## config.mk

```make
export PLATFORM = sky130hd
export DESIGN_NAME = serial_command_line_parser
export DESIGN_NICKNAME = d
export VERILOG_FILES = /design/src/hdl/scl_pkg.sv /design/src/hdl/serial_command_line_parser.sv
export SDC_FILE = /design/constraint.sdc
export NUM_CORES = 1
export LEC_CHECK = 0
export BUFFER_PORTS_ARGS = -buffer_cell sky130_fd_sc_hd__buf_4
export CAP_MARGIN = 40
export CORE_MARGIN = 8
export CORE_UTILIZATION = 40
export DETAILED_ROUTE_END_ITERATION = 7
export GPL_ROUTABILITY_DRIVEN = 0
export PLACE_DENSITY = 0.68
export REMOVE_ABC_BUFFERS = 1
export SLEW_MARGIN = 0
export SYNTH_ARGS = -nofsm -noshare
export SYNTH_HDL_FRONTEND = slang
export SYNTH_SLANG_ARGS = --single-unit
```

## constraint.sdc

```tcl
create_clock -name clk -period 7.5 [get_ports clk]
set_input_delay 0.375 -clock clk [delete_from_list [all_inputs] [get_ports clk]]
set_output_delay 0.375 -clock clk [all_outputs]
set_load 0.02 [all_outputs]
```

## src/hdl/scl_pkg.sv

```systemverilog
package scl_pkg;

  localparam int LINE_LIMIT = 128;
  localparam int LEN_W      = $clog2(LINE_LIMIT);
  localparam int TOK_W      = 7;
  localparam int NAME_COUNT = 5;
  localparam int CMD_W      = 3;
  localparam int POS_W      = 3;
  localparam int CNT_W      = 6;
  localparam int VAL_W      = 32;

  localparam logic [TOK_W-1:0] TOK_MAX   = '1;
  localparam logic [POS_W-1:0] POS_MAX   = '1;
  localparam logic [CNT_W-1:0] CNT_MAX   = '1;
  localparam logic [4:0]       ALL_NAMES = '1;

  localparam logic [7:0] CH_NUL   = 8'h00;
  localparam logic [7:0] CH_TAB   = 8'h09;
  localparam logic [7:0] CH_LF    = 8'h0A;
  localparam logic [7:0] CH_VT    = 8'h0B;
  localparam logic [7:0] CH_FF    = 8'h0C;
  localparam logic [7:0] CH_CR    = 8'h0D;
  localparam logic [7:0] CH_SPACE = 8'h20;
  localparam logic [7:0] CH_PLUS  = 8'h2B;
  localparam logic [7:0] CH_MINUS = 8'h2D;
  localparam logic [7:0] CH_ZERO  = 8'h30;
  localparam logic [7:0] CH_NINE  = 8'h39;

  typedef enum logic [CMD_W-1:0] {
    CMD_HELP  = 3'd0,
    CMD_HELLO = 3'd1,
    CMD_MEAS  = 3'd2,
    CMD_STOP  = 3'd3,
    CMD_START = 3'd4
  } cmd_t;

  // number parser phase: leading blanks, after sign, in digits, finished
  typedef enum logic [1:0] {
    PH_LEAD,
    PH_SIGN,
    PH_DIGITS,
    PH_END
  } phase_t;

  typedef struct packed {
    logic   ovf;
    logic   neg;
    phase_t phase;
  } num_flags_t;

  typedef struct packed {
    logic [VAL_W-1:0] acc;
    num_flags_t       flags;
  } num_state_t;

  function automatic logic [2:0] cmd_len(input logic [CMD_W-1:0] idx);
    logic [2:0] len;
    case (idx)
      CMD_HELP:  len = 3'd4;
      CMD_HELLO: len = 3'd5;
      CMD_MEAS:  len = 3'd4;
      CMD_STOP:  len = 3'd4;
      CMD_START: len = 3'd5;
      default:   len = 3'd0;
    endcase
    return len;
  endfunction

  function automatic logic [7:0] cmd_char(input logic [CMD_W-1:0] idx,
                                          input logic [POS_W-1:0] pos);
    logic [63:0] name;
    logic [63:0] shifted;
    case (idx)
      CMD_HELP:  name = {"Help",  32'h0};
      CMD_HELLO: name = {"Hello", 24'h0};
      CMD_MEAS:  name = {"Meas",  32'h0};
      CMD_STOP:  name = {"Stop",  32'h0};
      CMD_START: name = {"Start", 24'h0};
      default:   name = '0;
    endcase
    shifted = name << {pos, 3'b000};
    return shifted[63:56];
  endfunction

  // one character of a strtoul-style decimal parse; x10 as two shifts and an add
  function automatic num_state_t num_step(input num_state_t s, input logic [7:0] c);
    num_state_t r;
    logic [VAL_W+3:0] prod;
    logic digit;
    r = s;
    digit = (c >= CH_ZERO) && (c <= CH_NINE);
    prod = ({4'b0, s.acc} << 3) + ({4'b0, s.acc} << 1) + {28'b0, c - CH_ZERO};
    if (s.flags.phase == PH_LEAD && (c == CH_TAB || c == CH_VT || c == CH_FF)) begin
      r = s;
    end else if (s.flags.phase == PH_LEAD && (c == CH_PLUS || c == CH_MINUS)) begin
      r.flags.phase = PH_SIGN;
      if (c == CH_MINUS) begin
        r.flags.neg = 1'b1;
      end
    end else if (s.flags.phase != PH_END && digit) begin
      if (prod[VAL_W+3:VAL_W] != 4'b0) begin
        r.flags.ovf = 1'b1;
        r.acc = '1;
      end else begin
        r.acc = prod[VAL_W-1:0];
      end
      r.flags.phase = PH_DIGITS;
    end else begin
      r.flags.phase = PH_END;
    end
    return r;
  endfunction

  function automatic logic [VAL_W-1:0] num_value(input num_state_t s);
    logic [VAL_W-1:0] v;
    if (s.flags.ovf) begin
      v = '1;
    end else if (s.flags.neg) begin
      v = '0 - s.acc;
    end else begin
      v = s.acc;
    end
    return v;
  endfunction

endpackage

```

## src/hdl/serial_command_line_parser.sv

```systemverilog
// Latency: a result appears on out_* in the cycle after the CR/LF beat that ends its line.
// Throughput: one byte per cycle while in_ready is high; each beat is folded into the line state in the
// accept cycle, and in_ready is high while the single output register is empty or out_ready is high.
// Reset (rst_n low at a clock edge, synchronous): line state cleared, every command
// name a candidate again, held parameter values zero, no result pending.
module serial_command_line_parser (
  input  logic                         clk,
  input  logic                         rst_n,
  input  logic                         in_valid,
  output logic                         in_ready,
  input  logic [7:0]                   in_rx_byte,
  output logic                         out_valid,
  input  logic                         out_ready,
  output logic [scl_pkg::CMD_W-1:0]    out_command_index,
  output logic [scl_pkg::CNT_W-1:0]    out_param_count,
  output logic [scl_pkg::VAL_W-1:0]    out_first_value,
  output logic [scl_pkg::VAL_W-1:0]    out_second_value
);

  // line state
  logic [scl_pkg::LEN_W-1:0]      line_len_r, line_len_nxt;
  logic [scl_pkg::TOK_W-1:0]      tok_r, tok_nxt;
  logic                           in_tok_r, in_tok_nxt;
  logic [scl_pkg::NAME_COUNT-1:0] cand_r, cand_nxt;
  logic [scl_pkg::POS_W-1:0]      pos_r, pos_nxt;
  scl_pkg::num_state_t            num0_r, num0_nxt;
  scl_pkg::num_state_t            num1_r, num1_nxt;
  logic [scl_pkg::VAL_W-1:0]      held0_r, held0_nxt;
  logic [scl_pkg::VAL_W-1:0]      held1_r, held1_nxt;

  // result register
  logic                           out_valid_r;
  logic [scl_pkg::CMD_W-1:0]      out_cmd_r, out_cmd_nxt;
  logic [scl_pkg::CNT_W-1:0]      out_cnt_r, out_cnt_nxt;
  logic [scl_pkg::VAL_W-1:0]      out_v0_r;
  logic [scl_pkg::VAL_W-1:0]      out_v1_r;

  logic                           in_fire;
  logic                           is_term;
  logic                           emit;
  logic                           line_full;
  logic                           hit;
  logic [scl_pkg::LEN_W-1:0]      eff_len;
  logic [scl_pkg::TOK_W-1:0]      eff_tok;
  logic                           eff_in_tok;
  logic [scl_pkg::NAME_COUNT-1:0] eff_cand;
  logic [scl_pkg::POS_W-1:0]      eff_pos;
  scl_pkg::num_state_t            eff_num0;
  scl_pkg::num_state_t            eff_num1;
  logic [scl_pkg::TOK_W-1:0]      tok_new;
  logic [scl_pkg::TOK_W-1:0]      params;
  scl_pkg::num_state_t            num_clear;

  // Take a new beat whenever the result register is empty or being drained.
  assign in_ready = !out_valid_r || out_ready;
  assign in_fire  = in_valid && in_ready;
  assign is_term  = (in_rx_byte == scl_pkg::CH_CR) || (in_rx_byte == scl_pkg::CH_LF);

  assign num_clear = '{acc: '0, flags: '{ovf: 1'b0, neg: 1'b0, phase: scl_pkg::PH_LEAD}};

  // An overlong line restarts before the incoming byte is looked at.
  assign line_full = (line_len_r == scl_pkg::LEN_W'(scl_pkg::LINE_LIMIT - 1));

  always_comb begin
    if (line_full) begin
      eff_len    = '0;
      eff_tok    = '0;
      eff_in_tok = 1'b0;
      eff_cand   = scl_pkg::ALL_NAMES;
      eff_pos    = '0;
      eff_num0   = num_clear;
      eff_num1   = num_clear;
    end else begin
      eff_len    = line_len_r;
      eff_tok    = tok_r;
      eff_in_tok = in_tok_r;
      eff_cand   = cand_r;
      eff_pos    = pos_r;
      eff_num0   = num0_r;
      eff_num1   = num1_r;
    end

    line_len_nxt = eff_len;
    tok_nxt      = eff_tok;
    in_tok_nxt   = eff_in_tok;
    cand_nxt     = eff_cand;
    pos_nxt      = eff_pos;
    num0_nxt     = eff_num0;
    num1_nxt     = eff_num1;
    held0_nxt    = held0_r;
    held1_nxt    = held1_r;
    emit         = 1'b0;
    hit          = 1'b0;
    out_cmd_nxt  = '0;
    out_cnt_nxt  = '0;
    tok_new      = eff_tok;
    params       = eff_tok - scl_pkg::TOK_W'(1);

    if (is_term) begin
      // Pick the first surviving name whose length matches the first token.
      for (int i = 0; i < scl_pkg::NAME_COUNT; i++) begin
        if (!hit && eff_cand[i] &&
            scl_pkg::cmd_len(scl_pkg::CMD_W'(i)) == eff_pos) begin
          hit         = 1'b1;
          out_cmd_nxt = scl_pkg::CMD_W'(i);
        end
      end
      if (eff_len != '0 && eff_tok != '0 && hit) begin
        emit = 1'b1;
        out_cnt_nxt = (params > scl_pkg::TOK_W'(scl_pkg::CNT_MAX)) ?
                      scl_pkg::CNT_MAX : params[scl_pkg::CNT_W-1:0];
        // No parameters: repeat the held values.
        if (eff_tok > scl_pkg::TOK_W'(1)) begin
          held0_nxt = scl_pkg::num_value(eff_num0);
          held1_nxt = (eff_tok >= scl_pkg::TOK_W'(3)) ? scl_pkg::num_value(eff_num1) : '0;
        end
      end
      line_len_nxt = '0;
      tok_nxt      = '0;
      in_tok_nxt   = 1'b0;
      cand_nxt     = scl_pkg::ALL_NAMES;
      pos_nxt      = '0;
      num0_nxt     = num_clear;
      num1_nxt     = num_clear;
    end else begin
      line_len_nxt = eff_len + scl_pkg::LEN_W'(1);
      if (in_rx_byte == scl_pkg::CH_SPACE || in_rx_byte == scl_pkg::CH_NUL) begin
        in_tok_nxt = 1'b0;
      end else begin
        if (!eff_in_tok && eff_tok != scl_pkg::TOK_MAX) begin
          tok_new = eff_tok + scl_pkg::TOK_W'(1);
        end
        in_tok_nxt = 1'b1;
        tok_nxt    = tok_new;
        if (tok_new == scl_pkg::TOK_W'(1)) begin
          // Drop every name that this character rules out.
          for (int i = 0; i < scl_pkg::NAME_COUNT; i++) begin
            if (eff_pos >= scl_pkg::cmd_len(scl_pkg::CMD_W'(i)) ||
                scl_pkg::cmd_char(scl_pkg::CMD_W'(i), eff_pos) != in_rx_byte) begin
              cand_nxt[i] = 1'b0;
            end
          end
          if (eff_pos != scl_pkg::POS_MAX) begin
            pos_nxt = eff_pos + scl_pkg::POS_W'(1);
          end
        end else if (tok_new == scl_pkg::TOK_W'(2)) begin
          num0_nxt = scl_pkg::num_step(eff_num0, in_rx_byte);
        end else if (tok_new == scl_pkg::TOK_W'(3)) begin
          num1_nxt = scl_pkg::num_step(eff_num1, in_rx_byte);
        end
      end
    end
  end

  // Advance the line state on every accepted beat.
  always_ff @(posedge clk) begin
    if (!rst_n) begin
      line_len_r <= '0;
      tok_r      <= '0;
      in_tok_r   <= 1'b0;
      cand_r     <= scl_pkg::ALL_NAMES;
      pos_r      <= '0;
      num0_r     <= num_clear;
      num1_r     <= num_clear;
      held0_r    <= '0;
      held1_r    <= '0;
    end else if (in_fire) begin
      line_len_r <= line_len_nxt;
      tok_r      <= tok_nxt;
      in_tok_r   <= in_tok_nxt;
      cand_r     <= cand_nxt;
      pos_r      <= pos_nxt;
      num0_r     <= num0_nxt;
      num1_r     <= num1_nxt;
      held0_r    <= held0_nxt;
      held1_r    <= held1_nxt;
    end
  end

  // Result register: load on a terminator that matched, hold until taken.
  always_ff @(posedge clk) begin
    if (!rst_n) begin
      out_valid_r <= 1'b0;
    end else if (in_fire) begin
      out_valid_r <= emit;
    end else if (out_ready) begin
      out_valid_r <= 1'b0;
    end
  end

  always_ff @(posedge clk) begin
    if (in_fire && emit) begin
      out_cmd_r <= out_cmd_nxt;
      out_cnt_r <= out_cnt_nxt;
      out_v0_r  <= held0_nxt;
      out_v1_r  <= held1_nxt;
    end
  end

  assign out_valid         = out_valid_r;
  assign out_command_index = out_cmd_r;
  assign out_param_count   = out_cnt_r;
  assign out_first_value   = out_v0_r;
  assign out_second_value  = out_v1_r;

`ifndef SYNTHESIS
  a_no_result_mid_line: assert property (@(posedge clk) disable iff (!rst_n)
    in_fire && !is_term |=> !out_valid_r)
    else $error("result raised by a byte that does not end a line");

  a_term_clears_line: assert property (@(posedge clk) disable iff (!rst_n)
    in_fire && is_term |=> line_len_r == '0 && tok_r == '0 && cand_r == scl_pkg::ALL_NAMES)
    else $error("line state not cleared after terminator");

  a_line_len_bound: assert property (@(posedge clk) disable iff (!rst_n)
    line_len_r <= scl_pkg::LEN_W'(scl_pkg::LINE_LIMIT - 1))
    else $error("line length beyond limit");

  a_cmd_range: assert property (@(posedge clk) disable iff (!rst_n)
    out_valid_r |-> out_cmd_r <= scl_pkg::CMD_START)
    else $error("command index out of range");
`endif

endmodule
```

=== Word level (Yosys, flattened, before mapping) ===
Cells that the tools add are included.

* Add/sub/neg operators: 11
* Magnitude comparators: 7
* Eq/ne operators: 23
* Shift operators: 5
* Mux-type cells: 107
* Bitwise gates (word level): 1
* Reductions and logical operators: 48

{| class="wikitable"
|+ Operators with widths
! operator !! number
|-
| 2-to-1 mux 64 bit || 15
|-
| 2-to-1 mux 36 bit || 13
|-
| 2-to-1 mux 32 bit || 13
|-
| << shifter 64 x 6 -> 64 bit || 5
|-
| 2-to-1 mux 33 bit || 4
|-
| adder 35 x 33 -> 36 bit || 2
|-
| adder 36 x 8 -> 36 bit || 2
|-
| subtractor 1 x 32 -> 32 bit (first input constant) || 2
|-
| 2-to-1 mux 7 bit || 8
|-
| 2-to-1 mux 3 bit || 16
|-
| equality test 8 x 4 -> 1 bit (second input constant) || 5
|-
| inequality test 8 bit || 5
|-
| 2-to-1 mux 1 bit || 31
|-
| equality test 8 x 6 -> 1 bit (second input constant) || 3
|-
| logical AND 1 bit || 21
|-
| 2-to-1 mux 5 bit || 4
|-
| adder 7 x 1 -> 7 bit (second input constant) || 2
|-
| equality test 7 x 2 -> 1 bit (second input constant) || 2
|-
| nonzero test 7 bit || 2
|-
| logical OR 1 bit || 11
|-
| greater-or-equal comparator 8 x 6 -> 1 bit (second input constant) || 1
|-
| <= comparator 8 x 6 -> 1 bit (second input constant) || 1
|-
| logical NOT 8 bit || 1
|-
| nonzero test 4 bit || 2
|-
| other kinds (21) || 31
|}

* Flip-flop bits (word level): 233
* Input bits: 12
* Output and inout bits: 75
* Logic and storage cells: 223

=== Logic depth before layout (Yosys ltp) ===
Gate-level depths: netlist (run 1).

* Depth after elaboration: 31
* Gate-level depth with buffers: 24

=== Worst setup path before layout (run 1) ===
No wires, ideal clock.

* Path type: flip-flop to flip-flop
* Start point: register line_len_r[2] in the netlist's numbering
* End point: register out_cmd_r (netlist bit out_command_index[0]), enable pin
* Arrival time: 5800 ps
* Path slack: 1195 ps
* Stages on the path, launching flop included: 15
* Clock period less this slack: 6305 ps
* Cells stage by stage: dfxtp_1 -> buf_2 -> nand4_2 -> or2_1 -> clkbuf_1 -> buf_2 -> buf_2 -> clkbuf_1 -> clkbuf_1 -> nand2_1 -> ha_1 -> o21a_1 -> a311o_1 -> buf_2 -> nor2_1

* Word-level cells in the longest chain between the ends: 30
* Elaborated cells on any way between the ends: 37

{| class="wikitable"
|+ Ends and longest elaborated chain
! element !! RTL line !! source
|-
| start: declaration || serial_command_line_parser.sv:21 || <nowiki>logic [scl_pkg::LEN_W-1:0] line_len_r, line_len_nxt;</nowiki>
|-
| start signal: assignment || serial_command_line_parser.sv:168 || <nowiki>line_len_r <= line_len_nxt;</nowiki>
|-
| equality test 7 bit || serial_command_line_parser.sv:62 || <nowiki>assign line_full = (line_len_r == scl_pkg::LEN_W'(scl_pkg::LINE_LIMIT - 1));</nowiki>
|-
| 2-to-1 mux 3 bit || serial_command_line_parser.sv:65 || <nowiki>if (line_full) begin</nowiki>
|-
| equality test 3 bit || serial_command_line_parser.sv:103 || <nowiki>scl_pkg::cmd_len(scl_pkg::CMD_W'(i)) == eff_pos) begin</nowiki>
|-
| logical AND 1 bit || serial_command_line_parser.sv:102 || <nowiki>if (!hit && eff_cand[i] &&</nowiki>
|-
| 2-to-1 mux 1 bit || serial_command_line_parser.sv:102 ||
|-
| 2-to-1 mux 1 bit || serial_command_line_parser.sv:99 || <nowiki>if (is_term) begin</nowiki>
|-
| logical NOT 1 bit || serial_command_line_parser.sv:102 ||
|-
| logical AND 1 bit (2 in a row) || serial_command_line_parser.sv:102 ||
|-
| [12 not listed] || -- ||
|-
| logical NOT 1 bit || serial_command_line_parser.sv:102 ||
|-
| logical AND 1 bit (2 in a row) || serial_command_line_parser.sv:102 ||
|-
| 2-to-1 mux 1 bit || serial_command_line_parser.sv:102 ||
|-
| 2-to-1 mux 1 bit || serial_command_line_parser.sv:99 ||
|-
| logical AND 1 bit (*) || serial_command_line_parser.sv:108 || <nowiki>if (eff_len != '0 && eff_tok != '0 && hit) begin</nowiki>
|-
| 2-to-1 mux 1 bit (*) || serial_command_line_parser.sv:108 ||
|-
| 2-to-1 mux 1 bit (*) || serial_command_line_parser.sv:99 ||
|-
| logical AND 1 bit (*) || serial_command_line_parser.sv:192 || <nowiki>if (in_fire && emit) begin</nowiki>
|-
| end signal: assignment || serial_command_line_parser.sv:193 || <nowiki>out_cmd_r <= out_cmd_nxt;</nowiki>
|-
| end: declaration || serial_command_line_parser.sv:33 || <nowiki>logic [scl_pkg::CMD_W-1:0] out_cmd_r, out_cmd_nxt;</nowiki>
|}

Mark *: on every way between the ends. The rest lies on a longest branch, timed or not. The select of a mux whose other input is x is not followed.
A chain may end at the register's enable or synchronous reset.

=== Final worst setup path (run 1) ===
* Start point: register line_len_r[2] in the netlist's numbering
* End point: register num1_r[11] in the netlist's numbering

* Word-level cells in the longest chain between the ends: 14
* Elaborated cells on any way between the ends: 31

{| class="wikitable"
|+ Ends and longest elaborated chain
! element !! RTL line !! source
|-
| equality test 7 bit (*) || serial_command_line_parser.sv:62 ||
|-
| 2-to-1 mux 36 bit || serial_command_line_parser.sv:65 ||
|-
| adder 35 x 33 -> 36 bit || scl_pkg.sv:92 || <nowiki>prod = ({4'b0, s.acc} << 3) + ({4'b0, s.acc} << 1) + {28'b0, c - CH_ZERO};</nowiki>
|-
| adder 36 x 8 -> 36 bit || scl_pkg.sv:92 ||
|-
| nonzero test 4 bit || scl_pkg.sv:101 || <nowiki>if (prod[VAL_W+3:VAL_W] != 4'b0) begin</nowiki>
|-
| 2-to-1 mux 32 bit || scl_pkg.sv:101 ||
|-
| 2-to-1 mux 33 bit || scl_pkg.sv:100 || <nowiki>end else if (s.flags.phase != PH_END && digit) begin</nowiki>
|-
| 2-to-1 mux 33 bit || scl_pkg.sv:95 || <nowiki>end else if (s.flags.phase == PH_LEAD && (c == CH_PLUS || c == CH_MINUS)) begin</nowiki>
|-
| 2-to-1 mux 36 bit || scl_pkg.sv:93 || <nowiki>if (s.flags.phase == PH_LEAD && (c == CH_TAB || c == CH_VT || c == CH_FF)) begin</nowiki>
|-
| 2-to-1 mux 36 bit || serial_command_line_parser.sv:148 || <nowiki>end else if (tok_new == scl_pkg::TOK_W'(3)) begin</nowiki>
|-
| 2-to-1 mux 36 bit || serial_command_line_parser.sv:146 || <nowiki>end else if (tok_new == scl_pkg::TOK_W'(2)) begin</nowiki>
|-
| 2-to-1 mux 36 bit || serial_command_line_parser.sv:135 || <nowiki>if (tok_new == scl_pkg::TOK_W'(1)) begin</nowiki>
|-
| 2-to-1 mux 36 bit (*) || serial_command_line_parser.sv:127 || <nowiki>if (in_rx_byte == scl_pkg::CH_SPACE || in_rx_byte == scl_pkg::CH_NUL) begin</nowiki>
|-
| 2-to-1 mux 36 bit (*) || serial_command_line_parser.sv:99 ||
|-
| end signal: assignment || serial_command_line_parser.sv:164 || <nowiki>num1_r <= num_clear;</nowiki>
|-
| end signal: assignment || serial_command_line_parser.sv:174 || <nowiki>num1_r <= num1_nxt;</nowiki>
|-
| end: declaration || serial_command_line_parser.sv:27 || <nowiki>scl_pkg::num_state_t num1_r, num1_nxt;</nowiki>
|}

Marked as above.

==> results.md, run 1 <==
- Number of global-route vias before repair: 15,626
- RSZ-0062 raised after global routing: false
- Vias/cell: 5.79
- Setup CP Type: flop to flop
- Pwr/cell area: 147 mW/mm^2
- Initial DRC count: 1,314
- TritonCTS buffer count: 27
- Cell Area, Synth: 0.0173 sq mm
- Startpoint Class: flop
- Fmax: 173 MHz
- Drt drc: 0
- Clock root cell: clkbuf_16
- Cell Chain, Critical Path: nand4_2 > or2_4 > buf_4 > and2_1 > ha_1 > ha_1 > nand2_1 > o21ai_0 > o21ai_0 > o41ai_2 > a41oi_1 > and3_1 > o221ai_1 > buf_4 > nor2_2 > a211oi_1
- Slowest cell delay on critical path: 0.68 ns
- Worst Hold Class: primary input to flop
- Gr ovfl total: 0
- Comb pwr share: 7.4%
- Fin nets: 2,349
- Clk slew on worst S/H paths: 0.06 ns
- Reg-to-Reg Start: line_len_r[2]
- Psw: 701 uW
- Die Y: 224 um
- Setup violators final: 0
- Hold_buf cts: 0
- Reg2reg end: num1_r[11]
- Syn Area/Cell: 7.90 sq um
- R2R setup slack: 1.74 ns
- Top cells by area, synth: dfxtp_1, edfxtp_1, ha_1
- Status: complete, no violations
- Wirelength per Cell: 18.0 um
- Core ar.: 0.0429 sq mm
- Delay-heaviest family, CP: compound AO/OA/AOI/OAI gates
- # resized after CTS: 0
- Max-slew headroom: 43.0%
- First-pass GRT wire length: 81,400 um
- DP Wirelength: 36,000 um
- Final WL: 50,300 um
- Worst slew pin tran: 0.855 ns
- Number of post-CTS setup repair buffers: 0
- Cell taking the most area after synthesis: dfxtp_1
- Final Critical Period: 5.76 ns
- R2r worst-path depth: 16
- Switching Share: 24.8%
- Post-synth cell types: 86
- Buf+Inv Stages, Crit Path: 2
- Antenna Diode Count: 0
- Site row count: 76
- Area grow syn2layout: 11.0%
- Pin count of the biggest net entering global routing: 57
- Most frequent cells in the layout: nand2_1, o21ai_0, dfxtp_1, a21oi_1, ha_1
- Clk pwr share: 46.1%
- Layout cells sized above 1: 8.97%
- Static Leak: 0.00795 uW
- Hold EP: cand_r[2]
- Total of max-cap violations: 0
- Initial Utilization: 40.4%
- GRT Util Overall: 19.2%
- IR drop worst, VDD: 0.000148 V
- Clk sinks: 233
- Critical-path top delay cell: o221ai_1
- Worst-path maximum fanout: 54
- Synth warn: 0
- Die X: 224 um
- Setup WS post-layout: 1.74 ns
- Die ar.: 0.0503 sq mm
- Fin Clk Skew: 0.0181 ns
- WHS Path Cells: 4
- DRT antenna net count: 0
- Worst setup path start: line_len_r[2]
- Final hold vios: 0
- Period utilisation layout: 76.9%
- CTS tree: built
- Core Util, Final: 44.9%
- PortBufs: 86
- Synthesized instance count: 2,194
- Crit. End Element: flop
- Ports: 87
- Most common cell after layout, fill and taps aside: nand2_1
- Ys flop type: dfxtp_1
- DR vias: 16,163
- Final instance area: 0.0192 sq mm
- CTS Buffer Depth: 3
- Post-DP Area: 0.0184 sq mm
- Worst-Skew Late Latency: 0.56 ns
- WP data arrival: 6.22 ns
- Initial DRT Pass Iterations: 5
- Pre-CTS WS: 1.89 ns
- Slew Viols, Final: 0
- Synth async-reset ratio: 0%
- Number of synthesized register bits: 233
- Register area share after synthesis: 31.1%
- EDFF count, synth: 73
- Internal cell power: 2120 uW
- Fillers: 4,157
- Hold WS: 0.266 ns
- Initial antenna violation count: 0
- Area fraction of the dominant cell type after synthesis: 18.5%
- Htree depth: 1
- Req. time, crit path: 7.96 ns
- Worst hold start: in_rx_byte[7]
- Seq pwr share: 46.5%
-- per-layer routing --
metal  wire (um)  vias up  share of wire, %  GRT usage (%)
met4        1650        0               3.3           7.49
met1       22100     7654                44           24.7
li1            -     7888                 -              -
met5           0        -                 0              0
met3        2930       99               5.8           2.59
met2       23700      522                47           32.5
-- kinds of logic after synthesis --
group	Yosys count	share of synthesized area [%]
buffers and inverters	206	4.71
xor gates and xnor gates	137	6.92
adders and majority gates	150	11.1
and+or+nand+nor	755	20.5
AOI/OAI and AO/OA	703	25.0
DFF	233	31.1
muxes	10	0.613
-- worst max-delay path by stage --
stage	slack (ns)	end	cells after the start
5_1_grt	1.50	num1_r[8]	16
3_3_place_gp	2.08	num1_r[9]	16
3_5_place_dp	1.89	num1_r[11]	16
2_1_floorplan	-0.01	out_command_index[0]	8
4_1_cts	1.87	num1_r[10]	16
6_report	1.74	num1_r[11]	16
-- power groups by stage --
stage                     clock network [uW]  logic (uW)  registers (uW)
after floorplan                            0         137            1340
after CTS                               1330         205            1310
after global routing                    1380         228            1310
after detailed placement                   0         204            1340
final                                   1300         208            1310
after global placement                     0         199            1340
-- cell usage after synthesis (all sizes together), types with 7 or more instances --
| master | instances |
|---|---|
| xnor2 | 104 |
| and2 | 60 |
| a221oi | 10 |
| nor2 | 140 |
| o211ai | 18 |
| or2 | 11 |
| nor2b | 7 |
| a21o | 37 |
| edfxtp | 73 |
| a21oi | 148 |
| nand4 | 23 |
| o21a | 25 |
| buf | 36 |
| and3 | 15 |
| fa | 7 |
| a31oi | 20 |
| nand2b | 14 |
| o21bai | 12 |
| o41ai | 10 |
| or4 | 8 |
| clkbuf | 110 |
| nand3 | 52 |
| nor3 | 70 |
| a21boi | 10 |
| a22oi | 8 |
| ha | 142 |
| nor4 | 14 |
| o31ai | 23 |
| o22ai | 9 |
| nand2 | 309 |
| xor2 | 33 |
| o21ai | 282 |
| dfxtp | 160 |
| a211oi | 23 |
| inv | 60 |
| o31a | 7 |
| or3 | 16 |
-- worst register-to-register path, stage by stage (launching register included) --
cell and delay (ns):
dfxtp_1 0.46, nand4_2 0.37, or2_4 0.53, buf_4 0.39, and2_1 0.26, ha_1 0.30
ha_1 0.39, nand2_1 0.07, o21ai_0 0.21, o21ai_0 0.22, o41ai_2 0.55, a41oi_1 0.24
and3_1 0.25, o221ai_1 0.68, buf_4 0.35, nor2_2 0.13, a211oi_1 0.28
-- layout make-up --
cell class | count | area [sq um] | area share, %
multi-input combinational | 1755 | 11200 | 58.0
inverter | 60 | 225 | 1.17
sequential | 233 | 5400 | 28.0
timing repair buffer | 111 | 868 | 4.51
clock buffer | 32 | 714 | 3.71
tap | 585 | 732 | 3.80
clock inverter | 17 | 144 | 0.748
-- through the flow --
step           cells  setup TNS (ns)  power (uW)
5_1_grt         2793               0        2920
3_3_place_gp    2739               0        1540
6_report        2793               0        2820
3_5_place_dp    2744               0        1540
4_1_cts         2793               0        2850
2_1_floorplan   2048          -0.978        1470
-- state kept, by name, summed over array words and instances, names as in the netlist --
register and count:
cand_r 5, held0_r 32, held1_r 32, in_tok_r 1
line_len_r 7, num0_r 36, num1_r 36, out_command_index 3
out_first_value 32, out_param_count 6, out_second_value 32, out_valid 1
pos_r 3, tok_r 7
(Power assumes the default switching activity.)
==> run 2, diff against run 1 <==
==> constraint.sdc (replaced) <==
create_clock -name clk -period 5.7 [get_ports clk]
set_input_delay 0.285 -clock clk [delete_from_list [all_inputs] [get_ports clk]]
set_output_delay 0.285 -clock clk [all_outputs]
set_load 0.02 [all_outputs]
==> run 2 against run 1 <==
Register-to-register slack worse by 1.4 ns. Design area rose by 0.47%. Wire length about the same.
==> results.md, run 2 (synthesis gave the netlist of run 1 again) <==
- Core ar.: 0.0429 sq mm
- Clock root cell: clkbuf_16
- WP data arrival: 5.73 ns
- Number of post-CTS setup repair buffers: 0
- Pin count of the biggest net entering global routing: 69
- Wirelength per Cell: 18.0 um
- GRT Util Overall: 19.1%
- Cell Chain, Critical Path: nand4_2 > or2_4 > nand2_1 > inv_1 > ha_1 > ha_1 > inv_1 > fa_1 > nor2b_1 > o31a_1 > o21ai_0 > o41ai_2 > a41oi_1 > a211oi_1 > o221ai_1 > buf_4 > nor2_2 > a211oi_1
- Htree depth: 1
- Fin Clk Skew: 0.0277 ns
- Die Y: 224 um
- Period utilisation layout: 93.5%
- Startpoint Class: flop
- PortBufs: 86
- Critical-path top delay cell: o41ai_2
- Finished Layout Cells: 2,800
- IR drop worst, VDD: 0.000196 V
- Final Critical Period: 5.33 ns
- CTS tree: built
- Number of global-route vias before repair: 15,689
- Layout cells sized above 1: 9.35%
- Final WL: 50,400 um
- Pwr/cell area: 196 mW/mm^2
- DRT antenna net count: 0
- Total of max-cap violations: 0
- Ports: 87
- Worst Hold Class: primary input to flop
- Largest regs: num0_r: 36 flops, num1_r: 36 flops
- Placed Cells: 2,750
- Clk slew on worst S/H paths: 0.06 ns
- Site row count: 76
- Die X: 224 um
- Antenna Diode Count: 0
- Initial DRT Pass Iterations: 5
- DR vias: 16,423
- CTS Buffer Depth: 3
- Most frequent cells in the layout: nand2_1, o21ai_0, dfxtp_1, a21oi_1, ha_1
- Initial antenna violation count: 0
- Max-slew headroom: 38.8%
- Clk sinks: 233
- Worst slew pin tran: 0.916 ns
- Setup CP Type: flop to flop
- TritonCTS buffer count: 27
- Area grow syn2layout: 11.5%
- Worst-Skew Late Latency: 0.58 ns
- Drt drc: 0
- # resized after CTS: 0
- Fin nets: 2,355
- Worst-path maximum fanout: 41
- Slew Viols, Final: 0
- Hold_buf cts: 0
- Status: complete, no violations
- RSZ-0062 raised after global routing: false
- Gr ovfl total: 0
- Slowest cell delay on critical path: 0.61 ns
- Post-DP Area: 0.0184 sq mm
- Final hold vios: 0
- DP Wirelength: 36,300 um
- Most common cell after layout, fill and taps aside: nand2_1
- First-pass GRT wire length: 80,700 um
- Crit. End Element: flop
- Setup violators final: 0
- Initial DRC count: 1,425
- Final instance area: 0.0193 sq mm
- Setup WS post-layout: 0.370 ns
- Req. time, crit path: 6.10 ns
- Static Leak: 0.00799 uW
- Fmax: 188 MHz
- Pre-CTS WS: 0.554 ns
- Die ar.: 0.0503 sq mm
- Initial Utilization: 40.4%
- Vias/cell: 5.87
[run 2: through the flow]
stage          TNS, ns  hold slack, ns  utilization, %  power (uW)
6_report             0           0.192            45.1        3780
3_3_place_gp         0           0.441            42.9        2030
5_1_grt              0           0.209            45.1        3900
4_1_cts              0           0.164            45.1        3810
3_5_place_dp         0           0.448            43.0        2030
2_1_floorplan  -215.66           0.347               -        1940
[run 2: path summary, 6_finish.rpt]
kind                                    start    endpoint  slack [ns]  cells past startpoint
worst max-delay path            line_len_r[2]  num1_r[32]        0.37                     18
worst min-delay path            in_rx_byte[0]   num1_r[4]        0.19                      3
worst max register to register  line_len_r[2]  num1_r[32]        0.37                     18
worst min register to register     held1_r[0]  held1_r[0]        0.46                      2
[run 2: final cells by class]
class	instances	area (sq um)
flip-flops and latches	233	5400
repair buffers	117	918
multi-input cells	1755	11200
well taps	585	732
fillers	4154	23600
clock inverters	18	195
clock buffers	32	704
inverters	60	225
[run 2: critical path, delay by kind of cell, from the launching register on]
| kind | cells | cell delay, ns |
|---|---|---|
| AND/OR/NAND/NOR | 5 | 1.53 |
| buffers and inverters | 3 | 0.39 |
| adder cells (fa/ha/maj) | 3 | 0.86 |
| flip-flops | 1 | 0.46 |
| AO/OA/AOI/OAI | 7 | 1.91 |
[run 2: where the power goes]
| group | internal, uW | switching, uW |
|---|---|---|
| clock | 1030 | 751 |
| combinational | 97.3 | 178 |
| sequential | 1710 | 16.0 |
[run 2: routing by layer]
metal  global-route usage [%]  share of wire [%]
met1                     24.0                 43
met2                     32.7                 47
met3                     2.62                6.6
met4                     8.19                3.6
met5                        0                  0
